[config.mk]
export PLATFORM = sky130hd
export DESIGN_NAME = sha256_stream_hasher_core
export DESIGN_NICKNAME = d
export VERILOG_FILES = /design/src/sv/sha256_pkg.sv /design/src/sv/sha256_stream_hasher_core.sv /design/src/sv/sha256_round.sv
export SDC_FILE = /design/constraint.sdc
export NUM_CORES = 2
export LEC_CHECK = 0
export ABC_AREA = 1
export BUFFER_PORTS_ARGS = -buffer_cell sky130_fd_sc_hd__buf_2
export CORE_MARGIN = 5
export CORE_UTILIZATION = 40
export CTS_BUF_LIST = sky130_fd_sc_hd__clkbuf_8 sky130_fd_sc_hd__clkbuf_16
export DETAILED_ROUTE_END_ITERATION = 12
export PLACE_DENSITY = 0.63
export SLEW_MARGIN = 15
export SYNTH_ARGS = -nofsm -noshare
export SYNTH_HDL_FRONTEND = slang
export SYNTH_SLANG_ARGS = --single-unit
export TNS_END_PERCENT = 30
[constraint.sdc]
create_clock -name clk -period 21.2 [get_ports clk]
set_clock_uncertainty 0.1 [all_clocks]
set_input_delay 2.12 -clock clk [delete_from_list [all_inputs] [get_ports clk]]
set_output_delay 2.12 -clock clk [all_outputs]
set_load 0.01 [all_outputs]
[src/sv/sha256_pkg.sv]
package sha256_pkg;

  typedef logic [31:0] word_t;
  typedef logic [7:0][31:0] hash_t;    // [0] = a ... [7] = h
  typedef logic [15:0][31:0] sched_t;  // [0] = oldest word of the window

  // in_action codes
  localparam logic ACT_ABSORB = 1'b0;
  localparam logic ACT_FINISH = 1'b1;

  localparam int unsigned ROUNDS = 64;
  localparam int unsigned LEN_POS = 56;  // byte where the length field starts
  localparam logic [7:0] PAD_BYTE = 8'h80;

  localparam word_t H_INIT [8] = '{
    32'h6a09e667, 32'hbb67ae85, 32'h3c6ef372, 32'ha54ff53a,
    32'h510e527f, 32'h9b05688c, 32'h1f83d9ab, 32'h5be0cd19
  };

  localparam word_t K_TAB [ROUNDS] = '{
    32'h428a2f98, 32'h71374491, 32'hb5c0fbcf, 32'he9b5dba5,
    32'h3956c25b, 32'h59f111f1, 32'h923f82a4, 32'hab1c5ed5,
    32'hd807aa98, 32'h12835b01, 32'h243185be, 32'h550c7dc3,
    32'h72be5d74, 32'h80deb1fe, 32'h9bdc06a7, 32'hc19bf174,
    32'he49b69c1, 32'hefbe4786, 32'h0fc19dc6, 32'h240ca1cc,
    32'h2de92c6f, 32'h4a7484aa, 32'h5cb0a9dc, 32'h76f988da,
    32'h983e5152, 32'ha831c66d, 32'hb00327c8, 32'hbf597fc7,
    32'hc6e00bf3, 32'hd5a79147, 32'h06ca6351, 32'h14292967,
    32'h27b70a85, 32'h2e1b2138, 32'h4d2c6dfc, 32'h53380d13,
    32'h650a7354, 32'h766a0abb, 32'h81c2c92e, 32'h92722c85,
    32'ha2bfe8a1, 32'ha81a664b, 32'hc24b8b70, 32'hc76c51a3,
    32'hd192e819, 32'hd6990624, 32'hf40e3585, 32'h106aa070,
    32'h19a4c116, 32'h1e376c08, 32'h2748774c, 32'h34b0bcb5,
    32'h391c0cb3, 32'h4ed8aa4a, 32'h5b9cca4f, 32'h682e6ff3,
    32'h748f82ee, 32'h78a5636f, 32'h84c87814, 32'h8cc70208,
    32'h90befffa, 32'ha4506ceb, 32'hbef9a3f7, 32'hc67178f2
  };

  function automatic word_t big_sig0(input word_t x);
    return {x[1:0], x[31:2]} ^ {x[12:0], x[31:13]} ^ {x[21:0], x[31:22]};
  endfunction

  function automatic word_t big_sig1(input word_t x);
    return {x[5:0], x[31:6]} ^ {x[10:0], x[31:11]} ^ {x[24:0], x[31:25]};
  endfunction

  function automatic word_t small_sig0(input word_t x);
    return {x[6:0], x[31:7]} ^ {x[17:0], x[31:18]} ^ {3'b000, x[31:3]};
  endfunction

  function automatic word_t small_sig1(input word_t x);
    return {x[16:0], x[31:17]} ^ {x[18:0], x[31:19]} ^ {10'b0, x[31:10]};
  endfunction

endpackage

[src/sv/sha256_stream_hasher_core.sv]
// Channel   Direction  Handshake            Payload
// in_       input      in_valid/in_stall    action, data_byte
// out_      output     out_valid/out_stall  digest_word, word_index, last_word, len_overflow
//
// The byte that completes a 64-byte block starts a compression: 64 rounds through
// the single shared round unit, then the chaining add. Finish feeds 0x80, zero and
// length bytes one per cycle around one or two such compressions. in_stall is high
// whenever the sequencer is busy; out_stall holds the current word.
// Synchronous reset restores the initial hash words, empty length and clear flag.
module sha256_stream_hasher_core (
  input  logic        clk,
  input  logic        rst_n,
  input  logic        in_valid,
  output logic        in_stall,
  input  logic        in_action,
  input  logic [7:0]  in_data_byte,
  output logic        out_valid,
  input  logic        out_stall,
  output logic [31:0] out_digest_word,
  output logic [2:0]  out_word_index,
  output logic        out_last_word,
  output logic        out_len_overflow
);

  typedef enum logic [2:0] {
    ST_IDLE,
    ST_PAD,
    ST_LEN,
    ST_RND,
    ST_ADD,
    ST_EMIT
  } state_t;

  localparam logic [60:0] TOTAL_MAX = '1;

  state_t              state_r;
  sha256_pkg::hash_t   cv_r;       // chaining value
  sha256_pkg::hash_t   v_r;        // working variables a..h
  sha256_pkg::sched_t  w_r;        // block buffer, then schedule window
  logic [5:0]          fill_r;
  logic [60:0]         total_r;
  logic                ovf_r;
  logic                fin_r;      // inside a finish sequence
  logic                len_r;      // length bytes already fed
  logic [5:0]          rnd_r;
  logic [2:0]          idx_r;

  sha256_pkg::hash_t   v_rnd;
  sha256_pkg::word_t   w_rnd;

  logic                push;
  logic [7:0]          push_byte;
  logic                wrap;
  logic [63:0]         bit_len;
  logic [2:0]          len_sel;
  logic                in_acc;
  logic                out_acc;

  sha256_round u_round (
    .v_i (v_r),
    .w_i (w_r),
    .k_i (sha256_pkg::K_TAB[rnd_r]),
    .v_o (v_rnd),
    .w_o (w_rnd)
  );

  assign in_acc  = in_valid && !in_stall;
  assign out_acc = out_valid && !out_stall;
  assign wrap    = (fill_r == 6'd63);
  assign bit_len = {total_r, 3'b000};
  assign len_sel = 3'd7 - fill_r[2:0];

  // Byte write into the block buffer: absorb, padding or length.
  always_comb begin
    push      = 1'b0;
    push_byte = 8'h00;
    unique case (state_r)
      ST_IDLE: begin
        push      = in_acc;
        push_byte = (in_action == sha256_pkg::ACT_FINISH) ? sha256_pkg::PAD_BYTE
                                                          : in_data_byte;
      end
      ST_PAD: begin
        push      = (fill_r != 6'(sha256_pkg::LEN_POS));
        push_byte = 8'h00;
      end
      ST_LEN: begin
        push      = 1'b1;
        push_byte = bit_len[{len_sel, 3'b000} +: 8];
      end
      default: begin
        push      = 1'b0;
        push_byte = 8'h00;
      end
    endcase
  end

  always_ff @(posedge clk) begin
    if (!rst_n) begin
      state_r <= ST_IDLE;
      for (int i = 0; i < 8; i++) cv_r[i] <= sha256_pkg::H_INIT[i];
      fill_r  <= '0;
      total_r <= '0;
      ovf_r   <= 1'b0;
      fin_r   <= 1'b0;
      len_r   <= 1'b0;
      rnd_r   <= '0;
      idx_r   <= '0;
    end else begin
      if (push) begin
        for (int i = 0; i < 15; i++) w_r[i] <= {w_r[i][23:0], w_r[i+1][31:24]};
        w_r[15] <= {w_r[15][23:0], push_byte};
        fill_r  <= fill_r + 6'd1;
        if (wrap) begin
          v_r   <= cv_r;
          rnd_r <= '0;
        end
      end

      unique case (state_r)
        ST_IDLE: begin
          if (in_acc) begin
            if (in_action == sha256_pkg::ACT_ABSORB) begin
              if (total_r == TOTAL_MAX) ovf_r <= 1'b1;
              else                      total_r <= total_r + 61'd1;
            end else begin
              fin_r <= 1'b1;
            end
            if (wrap)                                    state_r <= ST_RND;
            else if (in_action == sha256_pkg::ACT_FINISH) state_r <= ST_PAD;
          end
        end
        ST_PAD: begin
          if (!push)     state_r <= ST_LEN;
          else if (wrap) state_r <= ST_RND;
        end
        ST_LEN: begin
          if (wrap) begin
            len_r   <= 1'b1;
            state_r <= ST_RND;
          end
        end
        ST_RND: begin
          v_r <= v_rnd;
          for (int i = 0; i < 15; i++) w_r[i] <= w_r[i+1];
          w_r[15] <= w_rnd;
          rnd_r   <= rnd_r + 6'd1;
          if (rnd_r == 6'(sha256_pkg::ROUNDS - 1)) state_r <= ST_ADD;
        end
        ST_ADD: begin
          for (int i = 0; i < 8; i++) cv_r[i] <= cv_r[i] + v_r[i];
          idx_r <= '0;
          if (!fin_r)     state_r <= ST_IDLE;
          else if (len_r) state_r <= ST_EMIT;
          else            state_r <= ST_PAD;
        end
        ST_EMIT: begin
          if (out_acc) begin
            idx_r <= idx_r + 3'd1;
            if (idx_r == 3'd7) begin
              // start the next message
              for (int i = 0; i < 8; i++) cv_r[i] <= sha256_pkg::H_INIT[i];
              fill_r  <= '0;
              total_r <= '0;
              ovf_r   <= 1'b0;
              fin_r   <= 1'b0;
              len_r   <= 1'b0;
              state_r <= ST_IDLE;
            end
          end
        end
        default: state_r <= ST_IDLE;
      endcase
    end
  end

  assign in_stall         = (state_r != ST_IDLE);
  assign out_valid        = (state_r == ST_EMIT);
  assign out_digest_word  = cv_r[idx_r];
  assign out_word_index   = idx_r;
  assign out_last_word    = (idx_r == 3'd7);
  assign out_len_overflow = ovf_r;

endmodule

[src/sv/sha256_round.sv]
// One SHA-256 round plus the next message schedule word.
module sha256_round (
  input  sha256_pkg::hash_t  v_i,
  input  sha256_pkg::sched_t w_i,
  input  sha256_pkg::word_t  k_i,
  output sha256_pkg::hash_t  v_o,
  output sha256_pkg::word_t  w_o
);

  sha256_pkg::word_t t1;
  sha256_pkg::word_t t2;
  sha256_pkg::word_t ch;
  sha256_pkg::word_t maj;

  assign ch  = (v_i[4] & v_i[5]) ^ (~v_i[4] & v_i[6]);
  assign maj = (v_i[0] & v_i[1]) ^ (v_i[0] & v_i[2]) ^ (v_i[1] & v_i[2]);
  assign t1  = v_i[7] + sha256_pkg::big_sig1(v_i[4]) + ch + k_i + w_i[0];
  assign t2  = sha256_pkg::big_sig0(v_i[0]) + maj;

  assign v_o[0] = t1 + t2;
  assign v_o[1] = v_i[0];
  assign v_o[2] = v_i[1];
  assign v_o[3] = v_i[2];
  assign v_o[4] = v_i[3] + t1;
  assign v_o[5] = v_i[4];
  assign v_o[6] = v_i[5];
  assign v_o[7] = v_i[6];

  // w[i+16] = w[i] + s0(w[i+1]) + w[i+9] + s1(w[i+14])
  assign w_o = w_i[0] + sha256_pkg::small_sig0(w_i[1]) + w_i[9]
             + sha256_pkg::small_sig1(w_i[14]);

endmodule
==> results by group <==
Synth
  • Primary FF master, synth: edfxtp_1
  • Syn Inst Count: around 11000
  • Yosys top cell area share: 0.282
  • Async S/R FF share, synth: 0
  • #FFs+latches synth: approximately 1100
  • Post-synthesis adder-cell area fraction: 0.112
  • Top cells by count, synth: nand2_1 (2959), inv_1 (1309), o21ai_0 (1176), a21oi_1 (918), nor2_1 (771)
  • Synth Area in XOR/XNOR: 0.0374
  • Syn nets: 11672
  • Mux share of post-synthesis cell area: 0.000965
  • Syn avg cell area: around 7.4 um^2
  • Synth area leader: edfxtp_1
  • Post-synth EDFFs: about 770
  • Synth warnings: 0
  • Synth Cell Area: 81700 um^2
  • Top cells by area, synth: edfxtp_1 (28%), nand2_1 (14%), dfxtp_1 (8.3%)
  • Compound-Gate Fraction of Synth Area: 0.171
  • Sequential area share after synthesis: 0.365
  • Distinct cells, synth: 62
  • Count leader, synth: nand2_1
  • Largest family of logic cells by synthesized area: simple AND/OR/NAND/NOR gates
  • Post-Synth Simple-Gate Area: 0.228

STA
  • Hold slack: ~370 ps
  • Period utilization: 0.389
  • Slew headroom: 0.0802
  • Unrepaired setup endpoints after global routing: no
  • Number of slew-limit violations in the final report: 0
  • Setup TNS: 0 ps
  • Max Fclk: 121 MHz
  • Slack of the critical path: 12960 ps
  • Hold Fails Final Rpt: 0
  • Worst Max-Slew Pin Slew: 1370 ps
  • Fin crit period: roughly 8200 ps
  • Final setup viols: 0

Outcome
  • Status: completed

Critical path
  • Setup Crit Path Kind: flop to flop
  • Slowest-stage cell, CP: ha_1
  • Worst Setup End Kind: flop
  • Worst reg-to-reg path cell count: 28
  • Reg2reg end: v_r[18]
  • Flop2flop setup slack: 12960 ps
  • CP dominant cell by count: nand2_1
  • Reg2reg start: rnd_r[0]
  • CP Data Arrival Time: ~8700 ps
  • Startpoint types: flop
  • CP Data Required Time: 21620 ps
  • Max stage delay on crit path: 630 ps
  • Maximum fanout along the worst path: 11

Routing
  • Avg Vias per Cell: about 5.8
  • Drt initial violations: 10299
  • Drt pass-1 iters: 8
  • Via count: 79265
  • WL final: 359000 um
  • Routed WL per cell: 26.3 um
  • Final ANT Viol Nets: 0
  • DRC: 0

Pwr
  • Pleak: between 30 and 40 nW
  • Power Total: between 6 and 7 mW
  • PwrDens: 76.0 nW/um^2
  • Maximum vdd drop: ~0.092 mV

GRT
  • GRT Total Usage: 0.326
  • Initial antenna violation count: 18
  • Remaining Overflow, GRT: 0
  • Largest net degree at the start of global routing: 178
  • First-pass GRT wire length: just over 500000 um
  • Number of global-route vias before repair: about 73000

Clocking
  • CTS sink count: 1106
  • CTS tree: yes
  • Clock transition at path regs: 60 ps
  • Root buf cell: clkbuf_16
  • Post-CTS setup buffer count: 0
  • CTS Buffer Depth: 3
  • CTS Buf Count: 140
  • Post-CTS resize count: 0
  • H-tree depth: 4
  • Worst skew pair latency: 840 ps
  • Hold-fix buffer count after cts: 0

Cells and area
  • Post-route insts no fill: ~14000
  • Fin area: slightly below 90000 um^2
  • Area growth syn-to-layout: 8.65%
  • Final core occ: 0.435
  • # fillers: approximately 21000
  • Share of layout cells above drive strength 1: 0.0378
  • Nets: 11447

Worst hold path
  • Worst hold path class: flop to flop
  • Hold path startpoint: fill_r[4]
  • Hold Path Cell Cnt: 2
  • Hold Path End: fill_r[4]

Placed design
  • DP Area: 84000 um^2
  • Dpl cells: 13380
  • GPL Wtd Cong: 1.07
  • Dpl hpwl: between 200000 and 300000 um
  • I/O Buffers: 51
  • Place WS: 13150 ps

Floorplan
  • Die area: 213000 um^2
  • IO Pins: 52
  • Core area: roughly 200000 um^2
  • Die height: 462 um
  • Rows: roughly 170
  • Die W: 462 um
  • Starting Density: 0.401

Flow run
  • Max Cap Violations: 0
## metal layers
| metal | GRT usage | wire [um] |
|---|---|---|
| met1 | 0.473 | 159000 |
| met2 | 0.451 | 142000 |
| met3 | 0.113 | 46000 |
| met4 | 0.103 | 12800 |
| met5 | 0 | 65 |
## worst max-delay path, delay by kind of cell (launching register included)
family | cells | cell delay, ps
adder cells (fa/ha/maj) | 5 | 2460
AND/OR/NAND/NOR | 12 | 1510
AO/OA/AOI/OAI | 8 | 2190
buffers and inverters | 2 | 570
XOR/XNOR | 1 | 540
flip-flops | 1 | 600
## registers in the layout, summed over array words and instances (netlist names)
register and cells:
cv_r 256, fill_r 6, fin_r 1, len_r 1, out_len_overflow 1, out_word_index 3, rnd_r 6, state_r 3
total_r 61, v_r 256, w_r 512
## report_power, final
group	internal [mW]	total, mW	switching [mW]
Combinational	0.553	1.81	1.26
Sequential	2.39	2.46	0.0668
Clock	1.40	2.48	1.08
## layout make-up
class	count	area, um^2	area share
sequential	1106	29800	0.336
antenna	8	20.0	0.000225
clock buffer	151	3650	0.0412
tap	2688	3360	0.0379
inverter	1324	5000	0.0563
timing repair buffer	124	828	0.00933
clock inverter	109	1070	0.0121
multi-input combinational	8138	45000	0.507
## how the worst max path moves through the flow
stage | startpoint | endpoint | slack [ps] | depth (start not counted)
after floorplan | rst_n | v_r[0] | 6930 | 4
after detailed placement | rnd_r[0] | v_r[31] | 13150 | 33
after CTS | rnd_r[0] | v_r[31] | 13100 | 33
after global placement | rnd_r[0] | v_r[27] | 13020 | 33
after global routing | rnd_r[0] | v_r[27] | 12550 | 32
final | rnd_r[0] | v_r[18] | 12960 | 28
## logic make-up after synthesis
logic type,Yosys count
xor gates and xnor gates,349
buffers and inverters,1815
DFF,1106
muxes,7
AOI/OAI and AO/OA,2573
and+or+nand+nor,4589
adders and majority gates,620
## cell usage in the layout, fill, tap and decap left out, types with 29 or more instances in the layout
cell type,synthesis,routed
inv_1,1309,1345
o211ai_1,76,76
nand2_1,2959,2958
xor2_1,205,205
fa_1,196,196
o21a_1,41,41
ha_1,404,404
a31oi_1,85,85
nand4_1,137,137
nor3_1,148,148
clkbuf_16,0,140
edfxtp_1,768,768
nand3b_1,29,29
nand3_1,475,475
o21ai_0,1176,1171
xnor2_1,144,144
o21bai_1,63,63
a21o_1,53,53
a21oi_1,918,918
or2_2,41,41
buf_2,57,51
a21boi_0,35,35
dfxtp_1,338,335
nor2_1,771,769
buf_4,3,71
Note: power is estimated with default switching activity, not from simulation.
